==> config.mk <==
export PLATFORM = sky130hd
export DESIGN_NAME = kbil_ctrl
export DESIGN_NICKNAME = d
export VERILOG_FILES = /design/src/hw/rtl/kbil_pkg.sv /design/src/hw/rtl/kbil_ctrl.sv
export SDC_FILE = /design/constraint.sdc
export NUM_CORES = 1
export LEC_CHECK = 0
export BUFFER_PORTS_ARGS = -buffer_cell sky130_fd_sc_hd__buf_2
export CORE_AREA = 8 8 45 47
export CTS_CLUSTER_SIZE = 12
export DETAILED_ROUTE_END_ITERATION = 6
export DIE_AREA = 0 0 53 55
export GPL_TIMING_DRIVEN = 0
export PLACE_DENSITY = 0.67
export SYNTH_ARGS = -nofsm -noshare
export SYNTH_HDL_FRONTEND = slang
export SYNTH_SLANG_ARGS = --single-unit
==> constraint.sdc <==
create_clock -name clk -period 1.7 [get_ports clk]
set_clock_uncertainty 0.1 [all_clocks]
set_input_delay 0.085 -clock clk [delete_from_list [all_inputs] [get_ports clk]]
set_output_delay 0.085 -clock clk [all_outputs]
set_load 0.01 [all_outputs]
==> src/hw/rtl/kbil_pkg.sv <==
// Shared types, codes and constants for the k-mer bucket index lookup.
// Used by the controller, the datapath and the top level; no dependencies.
package kbil_pkg;

  // Fixed field widths.
  localparam int KW        = 125;
  localparam int UPPER_W   = 61;
  localparam int LOWER_W   = 64;
  localparam int OFF_W     = 17;

  // Parameter defaults.
  localparam int MAX_LEN_DEF     = 25;
  localparam int KEY_DEPTH_DEF   = 65536;
  localparam int BUCKET_BITS_DEF = 10;

  // Operation codes of an input item.
  localparam logic [1:0] OP_KEY    = 2'd0;
  localparam logic [1:0] OP_BUCKET = 2'd1;
  localparam logic [1:0] OP_BUILT  = 2'd2;
  localparam logic [1:0] OP_TAG    = 2'd3;

  // Result codes.
  localparam logic [1:0] HIT_NONE = 2'd0;
  localparam logic [1:0] HIT_FWD  = 2'd1;
  localparam logic [1:0] HIT_REV  = 2'd2;

  // Characters.
  localparam logic [7:0] CH_A = 8'h41;
  localparam logic [7:0] CH_I = 8'h49;
  localparam logic [7:0] CH_L = 8'h4C;
  localparam logic [7:0] CH_Z = 8'h5A;

  // Sequencer states.
  typedef enum logic [3:0] {
    S_IDLE, S_CHECK, S_BKT0, S_BKT1, S_BKT2, S_LOOP, S_CMP, S_FIN, S_FCMP, S_DONE
  } state_t;

  // Commands from the controller to the datapath.
  typedef struct packed {
    logic       in_en;
    logic       calc;
    logic       bkt_rd;
    logic       bkt_rd_next;
    logic       cap_start;
    logic       cap_end;
    logic       mid_rd;
    logic       upd;
    logic       fin_rd;
    logic       use_rev;
    logic       out_load;
    logic [1:0] out_hit;
  } cmd_t;

  // Status from the datapath to the controller.
  typedef struct packed {
    logic start;
    logic eligible;
    logic lo_lt_hi;
    logic lo_lt_end;
    logic key_eq;
    logic out_free;
  } status_t;

endpackage

==> src/hw/rtl/kbil_ctrl.sv <==
// Lookup sequencer: steps the bucket reads and the binary search.
// Depends on kbil_pkg for the state, command and status types.
module kbil_ctrl (
  input  logic             clk,
  input  logic             rst,
  input  logic             both_strands,
  input  kbil_pkg::status_t st,
  output kbil_pkg::cmd_t    cmd
);
  import kbil_pkg::*;

  state_t     state, state_next;
  logic       rev, rev_next;
  logic [1:0] res, res_next;

  // State registers.
  always_ff @(posedge clk) begin
    if (rst) begin
      state <= S_IDLE;
      rev   <= 1'b0;
      res   <= HIT_NONE;
    end else begin
      state <= state_next;
      rev   <= rev_next;
      res   <= res_next;
    end
  end

  // Next state; a miss retries with the reversed key when enabled.
  always_comb begin
    state_next = state;
    rev_next   = rev;
    res_next   = res;
    case (state)
      S_IDLE: begin
        rev_next = 1'b0;
        if (st.start) state_next = S_CHECK;
      end
      S_CHECK: begin
        if (st.eligible) begin
          state_next = S_BKT0;
        end else begin
          res_next   = HIT_NONE;
          state_next = S_DONE;
        end
      end
      S_BKT0: state_next = S_BKT1;
      S_BKT1: state_next = S_BKT2;
      S_BKT2: state_next = S_LOOP;
      S_LOOP: state_next = st.lo_lt_hi ? S_CMP : S_FIN;
      S_CMP:  state_next = S_LOOP;
      S_FIN: begin
        if (st.lo_lt_end) begin
          state_next = S_FCMP;
        end else if (!rev && both_strands) begin
          rev_next   = 1'b1;
          state_next = S_CHECK;
        end else begin
          res_next   = HIT_NONE;
          state_next = S_DONE;
        end
      end
      S_FCMP: begin
        if (st.key_eq) begin
          res_next   = rev ? HIT_REV : HIT_FWD;
          state_next = S_DONE;
        end else if (!rev && both_strands) begin
          rev_next   = 1'b1;
          state_next = S_CHECK;
        end else begin
          res_next   = HIT_NONE;
          state_next = S_DONE;
        end
      end
      S_DONE: begin
        if (st.out_free) state_next = S_IDLE;
      end
      default: state_next = S_IDLE;
    endcase
  end

  // Commands.
  always_comb begin
    cmd          = '0;
    cmd.use_rev  = rev;
    cmd.out_hit  = res;
    case (state)
      S_IDLE: cmd.in_en       = 1'b1;
      S_CHECK: cmd.calc       = 1'b1;
      S_BKT0: cmd.bkt_rd      = 1'b1;
      S_BKT1: begin
        cmd.bkt_rd_next = 1'b1;
        cmd.cap_start   = 1'b1;
      end
      S_BKT2: cmd.cap_end     = 1'b1;
      S_LOOP: cmd.mid_rd      = st.lo_lt_hi;
      S_CMP:  cmd.upd         = 1'b1;
      S_FIN:  cmd.fin_rd      = st.lo_lt_end;
      S_DONE: cmd.out_load    = st.out_free;
      default: cmd.in_en      = 1'b0;
    endcase
  end

endmodule

==> impl_metrics.tcl, run 1 <==
set metrics [dict create \
    slew_headroom_pct 68.55 \
    yosys_warnings 0 \
    cp.depth 4 \
    syn_area_um2 554.3 \
    synth_edf_count 0 \
    dieArea_um2 2915 \
    synthCells 79 \
    wl_per_cell_um 12.80 \
    synthAdderAreaFrac_pct 0 \
    synth_top_family_by_area "simple AND/OR/NAND/NOR gates" \
    tightest_slew_ns 0.4682 \
    area_delta_synth_final_pct 30.02 \
    cts_root_buf "clkbuf_4" \
    synthMuxAreaShare_pct 2.032 \
    hold_buffers 0 \
    antenna_left 0 \
    grt_pass1_wl_um 2608 \
    crit_path_top_delay_cell "nor3_1" \
    fin_nets 113 \
    reg2reg_depth 4 \
    cts_setup_buffers 0 \
    p_per_area_nw_per_um2 805.2 \
    finalSetupViolCount 0 \
    cpPeakStageDelay_ns 0.43 \
    worstPathRequired_ns 1.77 \
    initial_core_util_pct 40.05 \
    rows 14 \
    cp.arrival_ns 1.67 \
    port_buffers 20 \
    die_width_um 53 \
    drive_gt1_share_pct 36.89 \
    yosysTopAreaCellShare_pct 25.28 \
    yosys_most_used_dff "dfxtp_1" \
    clockBufferDepth 2 \
    cts_buffers 3 \
    grt.total_usage_pct 11.65 \
    grt_overflow 0 \
    dr_total_vias 639 \
    viasPerCell 5.370 \
    finalMaxSlewViolations 0 \
    multi_input_area_um2 375.4 \
    ys_seq_area_share_pct 25.28 \
    clk_pin_slew_ns 0.06 \
    grt_max_degree 11 \
    async_flop_share_pct 0 \
    cp_cell_sequence "nor3_1 > and3_1 > a21oi_1 > a311oi_2" \
    holdPathStages 3 \
    firstDrtPassIters 4 \
    hold_class "input port to flip-flop" \
    antenna_found_initial 0 \
    fmaxAchievable_ghz 0.6240 \
    critPathKind "flip-flop to flip-flop" \
    dp_hpwl_um 1156 \
    ctsResizeCount 3 \
    synth.area.top_cells "dfxtp_1 25%, nor2_1 7.4%, nor3_1 7.2%, nand2_1 4.7%, o21ai_0 4.5%" \
    end_kind "flip-flop" \
    finalWeightedCongestion 0.7997 \
    cap_viol_max_count 0 \
    critical_path_peak_fanout 6 \
    io_pins 22 \
    synthSimpleGateAreaFrac_pct 43.12 \
    start_kind "flip-flop" \
    critPathTopFamily "simple AND/OR/NAND/NOR gates" \
    drcViolationCount 0 \
    syn-num-nets 88 \
    avgSynthCellArea_um2 7.016 \
    ys_ff_latch 7 \
    finalCriticalPeriod_ns 1.603 \
    synth_compound_area_share_pct 19.86 \
    seq_area_um2 142.6 \
    synth_cell_type_count 32 \
    ctsHtreeMaxLevel 1 \
    coreArea_um2 1384 \
    synth_xor_xnor_area_share_pct 1.580 \
    status "complete, no violations" \
    peakVddDrop_v 0.0006167 \
    totalWireLength_um 1523 \
    hold_viol_final 0 \
    clock_sinks 7 \
    synth.top_cells.by_count "11 x nor2_1, 8 x nor3_1, 7 x dfxtp_1, 7 x nand2_1, 5 x o21ai_0" \
    critPathBufInv 0 \
    antennaDiodeCount 0 \
    die_h_um 55 \
    n_fill_cell 140 \
    p_leak_nw 0.3311 \
    synth_most_common_cell "nor2_1" \
    clock_latency_ns 0.25 \
    grt_pass1_vias 625 \
    power_mw 0.5803 \
    cts_tree "built" \
    fin_crit_sh_pct 94.27 \
    yosys.area.top_type "dfxtp_1" \
    drt-initial-drc-count 11 \
    post-route-util_pct 52.08 \
]
[worst register-to-register path: cells and delay by family (launching register included)]
kind             cells  cell delay (ns)
AND/OR/NAND/NOR      2             0.72
AO/OA/AOI/OAI        2             0.32
flip-flops           1             0.37
[power by group]
part	leakage [nW]	switching (mW)	internal (mW)	total [mW]
Combinational	0.256	0.124	0.0975	0.221
Sequential	0.0577	0.0258	0.182	0.207
Clock	0.0177	0.0653	0.0861	0.151
Total	0.331	0.215	0.365	0.580
[stage by stage]
step / instance area [µm²] / instances / setup slack [ns] / setup TNS (ns) / hold slack, ns
2_1_floorplan: 554.3 / 79 / 0.1949 / 0 / 0.1790
3_3_place_gp: 674.4 / 115 / 0.1303 / 0 / 0.3328
3_5_place_dp: 674.4 / 115 / 0.1250 / 0 / 0.3293
4_1_cts: 705.7 / 119 / 0.01810 / 0 / 0.06705
5_1_grt: 720.7 / 119 / -0.0004334 / -0.0004334 / 0.09165
6_report: 720.7 / 119 / 0.09741 / 0 / 0.07587
[layer usage]
layer  track usage (%)  wire (µm)  vias to the layer above
met2             19.53        747                       11
met4             1.293          8                        0
li1                  -          -                      334
met1             13.11        663                      292
met3             6.417        103                        2
met5                 0          0                        -
[state kept, by name, indices dropped and copies added (netlist names)]
register  flops
res           2
rev           1
state         4
[cell type report]
cell class / instances / area share (%)
Multi-Input combinational cell: 62 / 52.08
Clock buffer: 3 / 3.125
Buffer: 7 / 6.076
Sequential cell: 7 / 19.79
Inverter: 3 / 1.563
Clock inverter: 1 / 0.6944
Timing Repair Buffer: 20 / 13.89
Tap cell: 16 / 2.778
[path summary, 6_finish.rpt]
check        slack (ns)          from      to
max                 0.1      state[2]  res[1]
min                0.08  both_strands     rev
max reg2reg         0.1      state[2]  res[1]
min reg2reg        0.40        res[0]  res[0]
[cells in the final DEF, fill, tap and decap left out, types with 2 or more instances in the layout]
cell type and count:
dfxtp_1 5, buf_4 2, nand2_1 7, clkbuf_4 5, nand2b_1 3, a21oi_1 4
dfxtp_2 2, o21ai_0 5, nor2b_1 2, inv_1 3, a31oi_1 2, nor2_1 11
buf_2 22, nand4b_1 2, nor3_1 8
[cell families after synthesis]
family | after synthesis
XOR/XNOR | 1
AND/OR/NAND/NOR | 43
multiplexers | 1
flip-flops | 7
AO/OA/AOI/OAI | 17
buffers and inverters | 10
Power figures use the tool's default switching activity.
==> inputs of run 2 (changes only) <==
--- a/config.mk
+++ b/config.mk
@@ -12,6 +12,7 @@
 export DIE_AREA = 0 0 53 55
 export GPL_TIMING_DRIVEN = 0
 export PLACE_DENSITY = 0.67
+export RECOVER_POWER = 50
 export SYNTH_ARGS = -nofsm -noshare
 export SYNTH_HDL_FRONTEND = slang
 export SYNTH_SLANG_ARGS = --single-unit
==> run 2 against run 1 <==
- worst setup slack improved by 0.00054 ns
- combinational power about the same
- critical endpoint unchanged
- wire length decreased by 1.2%
- first-iteration DRC count unchanged
- cell count unchanged
- global-route usage unchanged
- worst hold slack got worse by 0.00075 ns
==> impl_metrics.tcl, run 2 (synthesized netlist as in run 1, its figures left out) <==
set metrics [dict create \
    status "complete, no violations" \
    drcViolationCount 0 \
    seq_area_um2 142.6 \
    fin_hold_ws_ns 0.07513 \
    n_fill_cell 142 \
    peakVddDrop_v 0.0006158 \
    port_buffers 20 \
    grt_overflow 0 \
    worstPathRequired_ns 1.77 \
    dieArea_um2 2915 \
    largest_reg_flops 4 \
    p_leak_nw 0.3218 \
    cts_root_buf "clkbuf_4" \
    finalWeightedCongestion 0.7997 \
    totalWireLength_um 1504 \
    critPathKind "flip-flop to flip-flop" \
    drt-initial-drc-count 11 \
    die_h_um 55 \
    dp_hpwl_um 1156 \
    cts_tree "built" \
    critical_path_peak_fanout 6 \
    finalSetupViolCount 0 \
    p_per_area_nw_per_um2 806.7 \
    power_mw 0.5793 \
    tightest_slew_ns 0.4683 \
    cts_setup_buffers 0 \
    cap_viol_max_count 0 \
    firstDrtPassIters 4 \
    top_regs "state (4), res (2), rev (1)" \
    critPathTopFamily "simple AND/OR/NAND/NOR gates" \
    finalMaxSlewViolations 0 \
    clk_pin_slew_ns 0.06 \
    coreArea_um2 1384 \
    regMostFlops "state" \
    cp.arrival_ns 1.67 \
    ctsHtreeMaxLevel 1 \
    viasPerCell 5.378 \
    hold_class "input port to flip-flop" \
    initial_core_util_pct 40.05 \
    layout_common_cells "20 x buf_2, 11 x nor2_1, 8 x nor3_1" \
    io_pins 22 \
    rows 14 \
    crit_path_top_delay_cell "nor3_1" \
    fin_crit_sh_pct 94.24 \
    antenna_found_initial 0 \
    cts_buffers 3 \
    final_common_cell "buf_2" \
    holdPathStages 3 \
    die_width_um 53 \
    cp.depth 4 \
    multi_input_area_um2 375.4 \
    hold_viol_final 0 \
    critPathBufInv 0 \
    fmaxAchievable_ghz 0.6242 \
    reg2reg_depth 4 \
    start_kind "flip-flop" \
    drive_gt1_share_pct 34.95 \
    clock_sinks 7 \
    grt_pass1_vias 625 \
    cpPeakStageDelay_ns 0.43 \
    antenna_left 0 \
    finalCriticalPeriod_ns 1.602 \
    grt.total_usage_pct 11.65 \
    clockBufferDepth 2 \
    dr_total_vias 640 \
    grt_pass1_wl_um 2608 \
    fin_nets 113 \
    slew_headroom_pct 68.54 \
    wl_per_cell_um 12.64 \
    cp_cell_sequence "nor3_1 > and3_1 > a21oi_1 > a311oi_2" \
    area_delta_synth_final_pct 29.57 \
    end_kind "flip-flop" \
    post-route-util_pct 51.90 \
    antennaDiodeCount 0 \
    clock_latency_ns 0.25 \
    grt_max_degree 11 \
]
## run 2: cell count changes in the layout (fill, tap and decap cells not counted), sizes merged
| cell | before | now |
|---|---|---|
| clkbuf | 5 | 8 |
| buf | 25 | 22 |
## run 2: through the flow
step / TNS [ns] / worst slack [ns] / cells / area [µm²]
after floorplan: 0 / 0.1949 / 79 / 554.3
after global placement: 0 / 0.1303 / 115 / 674.4
after detailed placement: 0 / 0.1250 / 115 / 674.4
after CTS: 0 / 0.01810 / 119 / 705.7
after global routing: -0.0004334 / -0.0004334 / 119 / 718.2
final: 0 / 0.09795 / 119 / 718.2
## run 2: power by group
group / internal [mW] / switching [mW]
clock network: 0.0861 / 0.0652
registers: 0.182 / 0.0257
logic: 0.0971 / 0.124
## run 2: area by class of cell
type	instances	share of cell area [%]
timing repair buffer	20	13.59
buffer	7	6.098
multi-input combinational	62	52.26
inverter	3	1.568
sequential	7	19.86
clock inverter	1	0.6969
clock buffer	3	3.136
tap	16	2.787
## run 2: metal layers
| layer | share of wire (%) | global-route usage [%] | vias to the layer above |
|---|---|---|---|
| met3 | 6.6 | 6.417 | 2 |
| met2 | 49 | 19.53 | 13 |
| li1 | - | - | 334 |
| met4 | 0.27 | 1.293 | 0 |
| met5 | 0 | 0 | - |
| met1 | 44 | 13.11 | 291 |
## run 2: worst paths after layout
check | startpoint | endpoint | slack [ns]
min reg2reg | res[0] | res[0] | 0.40
max | state[2] | res[1] | 0.1
max reg2reg | state[2] | res[1] | 0.1
min | both_strands | rev | 0.08
## run 2: worst reg2reg max path: stages, from the launching register on
cell and delay [ns]:
dfxtp_1 0.37, nor3_1 0.43, and3_1 0.29, a21oi_1 0.10, a311oi_2 0.22
## run 2: repair_timing
| action | in CTS | in global routing |
|---|---|---|
| hold buffers | 0 | 0 |
| pin swaps | 0 | 0 |
| hold endpoints to repair | 0 | 0 |
| gates cloned | 0 | 0 |
| endpoints found under the setup margin | 1 | 5 |
| gates resized for setup | 3 | 11 |
==> inputs of run 3 (changes only) <==
==> constraint.sdc (replaced) <==
create_clock -name clk -period 1.8 [get_ports clk]
set_clock_uncertainty 0.1 [all_clocks]
set_input_delay 0.09 -clock clk [delete_from_list [all_inputs] [get_ports clk]]
set_output_delay 0.09 -clock clk [all_outputs]
set_load 0.01 [all_outputs]
==> run 3 against run 2 <==
- flip-flop and latch count unchanged
- critical path depth is 2 higher
- utilization fell by 1.2 points
- highest routed layer unchanged
- combinational power decreased by 9.0%
- largest cell class unchanged
- cell count stayed put
- non-clock buffer count stayed put
- wire length down 0.80%
- sequential share of layout area increased by 0.10 points
- clock power is 5% lower
- die area is the same
==> impl_metrics.tcl, run 3 (synthesized netlist as in run 1, its figures left out) <==
set metrics [dict create \
    cap_viol_max_count 0 \
    hold_buffers 0 \
    antenna_left 0 \
    finalCriticalPeriod_ns 1.648 \
    hold_viol_final 0 \
    largest_reg_flops 4 \
    dp_hpwl_um 1156 \
    dieArea_um2 2915 \
    tightest_slew_ns 0.4613 \
    crit_path_top_delay_cell "dfxtp_1" \
    fin_crit_sh_pct 91.55 \
    end_kind "output pin" \
    n_fill_cell 147 \
    finalMaxSlewViolations 0 \
    die_h_um 55 \
    rows 14 \
    dr_total_vias 638 \
    drcViolationCount 0 \
    clk_pin_slew_ns 0.06 \
    fmaxAchievable_ghz 0.6068 \
    totalWireLength_um 1492 \
    ctsHtreeMaxLevel 1 \
    cpPeakStageDelay_ns 0.43 \
    drive_gt1_share_pct 30.10 \
    firstDrtPassIters 3 \
    hold_class "input port to flip-flop" \
    critPathTopFamily "buffers and inverters" \
    hp-start "both_strands" \
    post-route-util_pct 50.72 \
    critical_path_peak_fanout 10 \
    cts_root_buf "clkbuf_4" \
    coreArea_um2 1384 \
    finalSetupViolCount 0 \
    port_buffers 20 \
    setup_ws_ns 0.1521 \
    grt_pass1_wl_um 2608 \
    r2r_start "state[1]" \
    wl_per_cell_um 12.54 \
    grt_overflow 0 \
    area_delta_synth_final_pct 26.64 \
    peakVddDrop_v 0.0005824 \
    clock_sinks 7 \
    drt-initial-drc-count 8 \
    top_regs "state (4), res (2), rev (1)" \
    die_width_um 53 \
    slew_headroom_pct 69.01 \
    grt_max_degree 11 \
    pre_cts_slack_ns 0.2250 \
    grt_pass1_vias 625 \
    setup.worst_path.start "state[3]" \
    clock_latency_ns 0.25 \
    cts_setup_buffers 0 \
    io_pins 22 \
    final_common_cell "buf_2" \
    rsz0062_at_grt "false" \
    finalSetupTns_ns 0 \
    antennaDiodeCount 0 \
    fin_nets 113 \
    regMostFlops "state" \
    viasPerCell 5.361 \
    critPathKind "flip-flop to output pin" \
    p_per_area_nw_per_um2 767.4 \
    critPathBufInv 4 \
    cp_cell_sequence "clkbuf_2 > inv_1 > nand2_1 > nor2_1 > buf_4 > buf_2" \
    worstPathRequired_ns 1.61 \
    layout_common_cells "16 x buf_2, 11 x nor2_1, 8 x nor3_1" \
    cts_tree "built" \
    initial_core_util_pct 40.05 \
    status "complete, no violations" \
    cts_buffers 3 \
    start_kind "flip-flop" \
    antenna_found_initial 0 \
    cp.arrival_ns 1.46 \
    grt.total_usage_pct 11.65 \
    finalWeightedCongestion 0.7997 \
    p_leak_nw 0.3094 \
    clockBufferDepth 2 \
]
-- run 3: tightest hold or removal path: stages --
cell,delay (ns)
buf_2,0.10
a31oi_1,0.08
nor3_1,0.12
-- run 3: final timing paths --
| kind | endpoint | slack, ns | cells after the start |
|---|---|---|---|
| setup / recovery | cmd[9] | 0.15 | 6 |
| hold / removal | rev | 0.08 | 3 |
| hold reg to reg | res[0] | 0.40 | 2 |
| setup reg to reg | res[1] | 0.21 | 4 |
-- run 3: cell type report --
class,instances,area (µm²),share of cell area (%)
buffer,7,38.79,5.526
clock buffer,3,22.52,3.209
clock inverter,1,5.005,0.7130
inverter,3,11.26,1.604
multi-input combinational,62,369.1,52.58
sequential,7,140.1,19.96
tap,16,20.02,2.852
timing repair buffer,20,95.09,13.55
-- run 3: layer usage --
layer	share of wire, %	GRT usage (%)	vias to the layer above
met5	0	0	-
met4	0.27	1.293	0
met3	6.1	6.417	2
met2	48	19.53	9
met1	45	13.11	292
li1	-	-	335
-- run 3: stage by stage --
| stage | hold slack [ns] | instance area (µm²) | total power [mW] | std cells |
|---|---|---|---|---|
| after floorplan | 0.1890 | 554.3 | 0.3324 | 79 |
| after global placement | 0.3378 | 674.4 | 0.3935 | 115 |
| after detailed placement | 0.3343 | 674.4 | 0.3945 | 115 |
| after CTS | 0.07205 | 703.2 | 0.5402 | 119 |
| after global routing | 0.09936 | 701.9 | 0.5823 | 119 |
| final | 0.07926 | 701.9 | 0.5387 | 119 |
-- run 3: where the power goes --
group / leakage [nW] / switching (mW) / internal (mW) / total, mW
sequential: 0.0571 / 0.0238 / 0.170 / 0.194
clock: 0.0177 / 0.0624 / 0.0813 / 0.144
combinational: 0.235 / 0.115 / 0.0861 / 0.201
total: 0.309 / 0.201 / 0.337 / 0.539
-- run 3: timing repair --
action,4_1_cts,5_1_grt
setup endpoints to repair,1,4
pin swaps,0,0
gates resized for setup,1,6
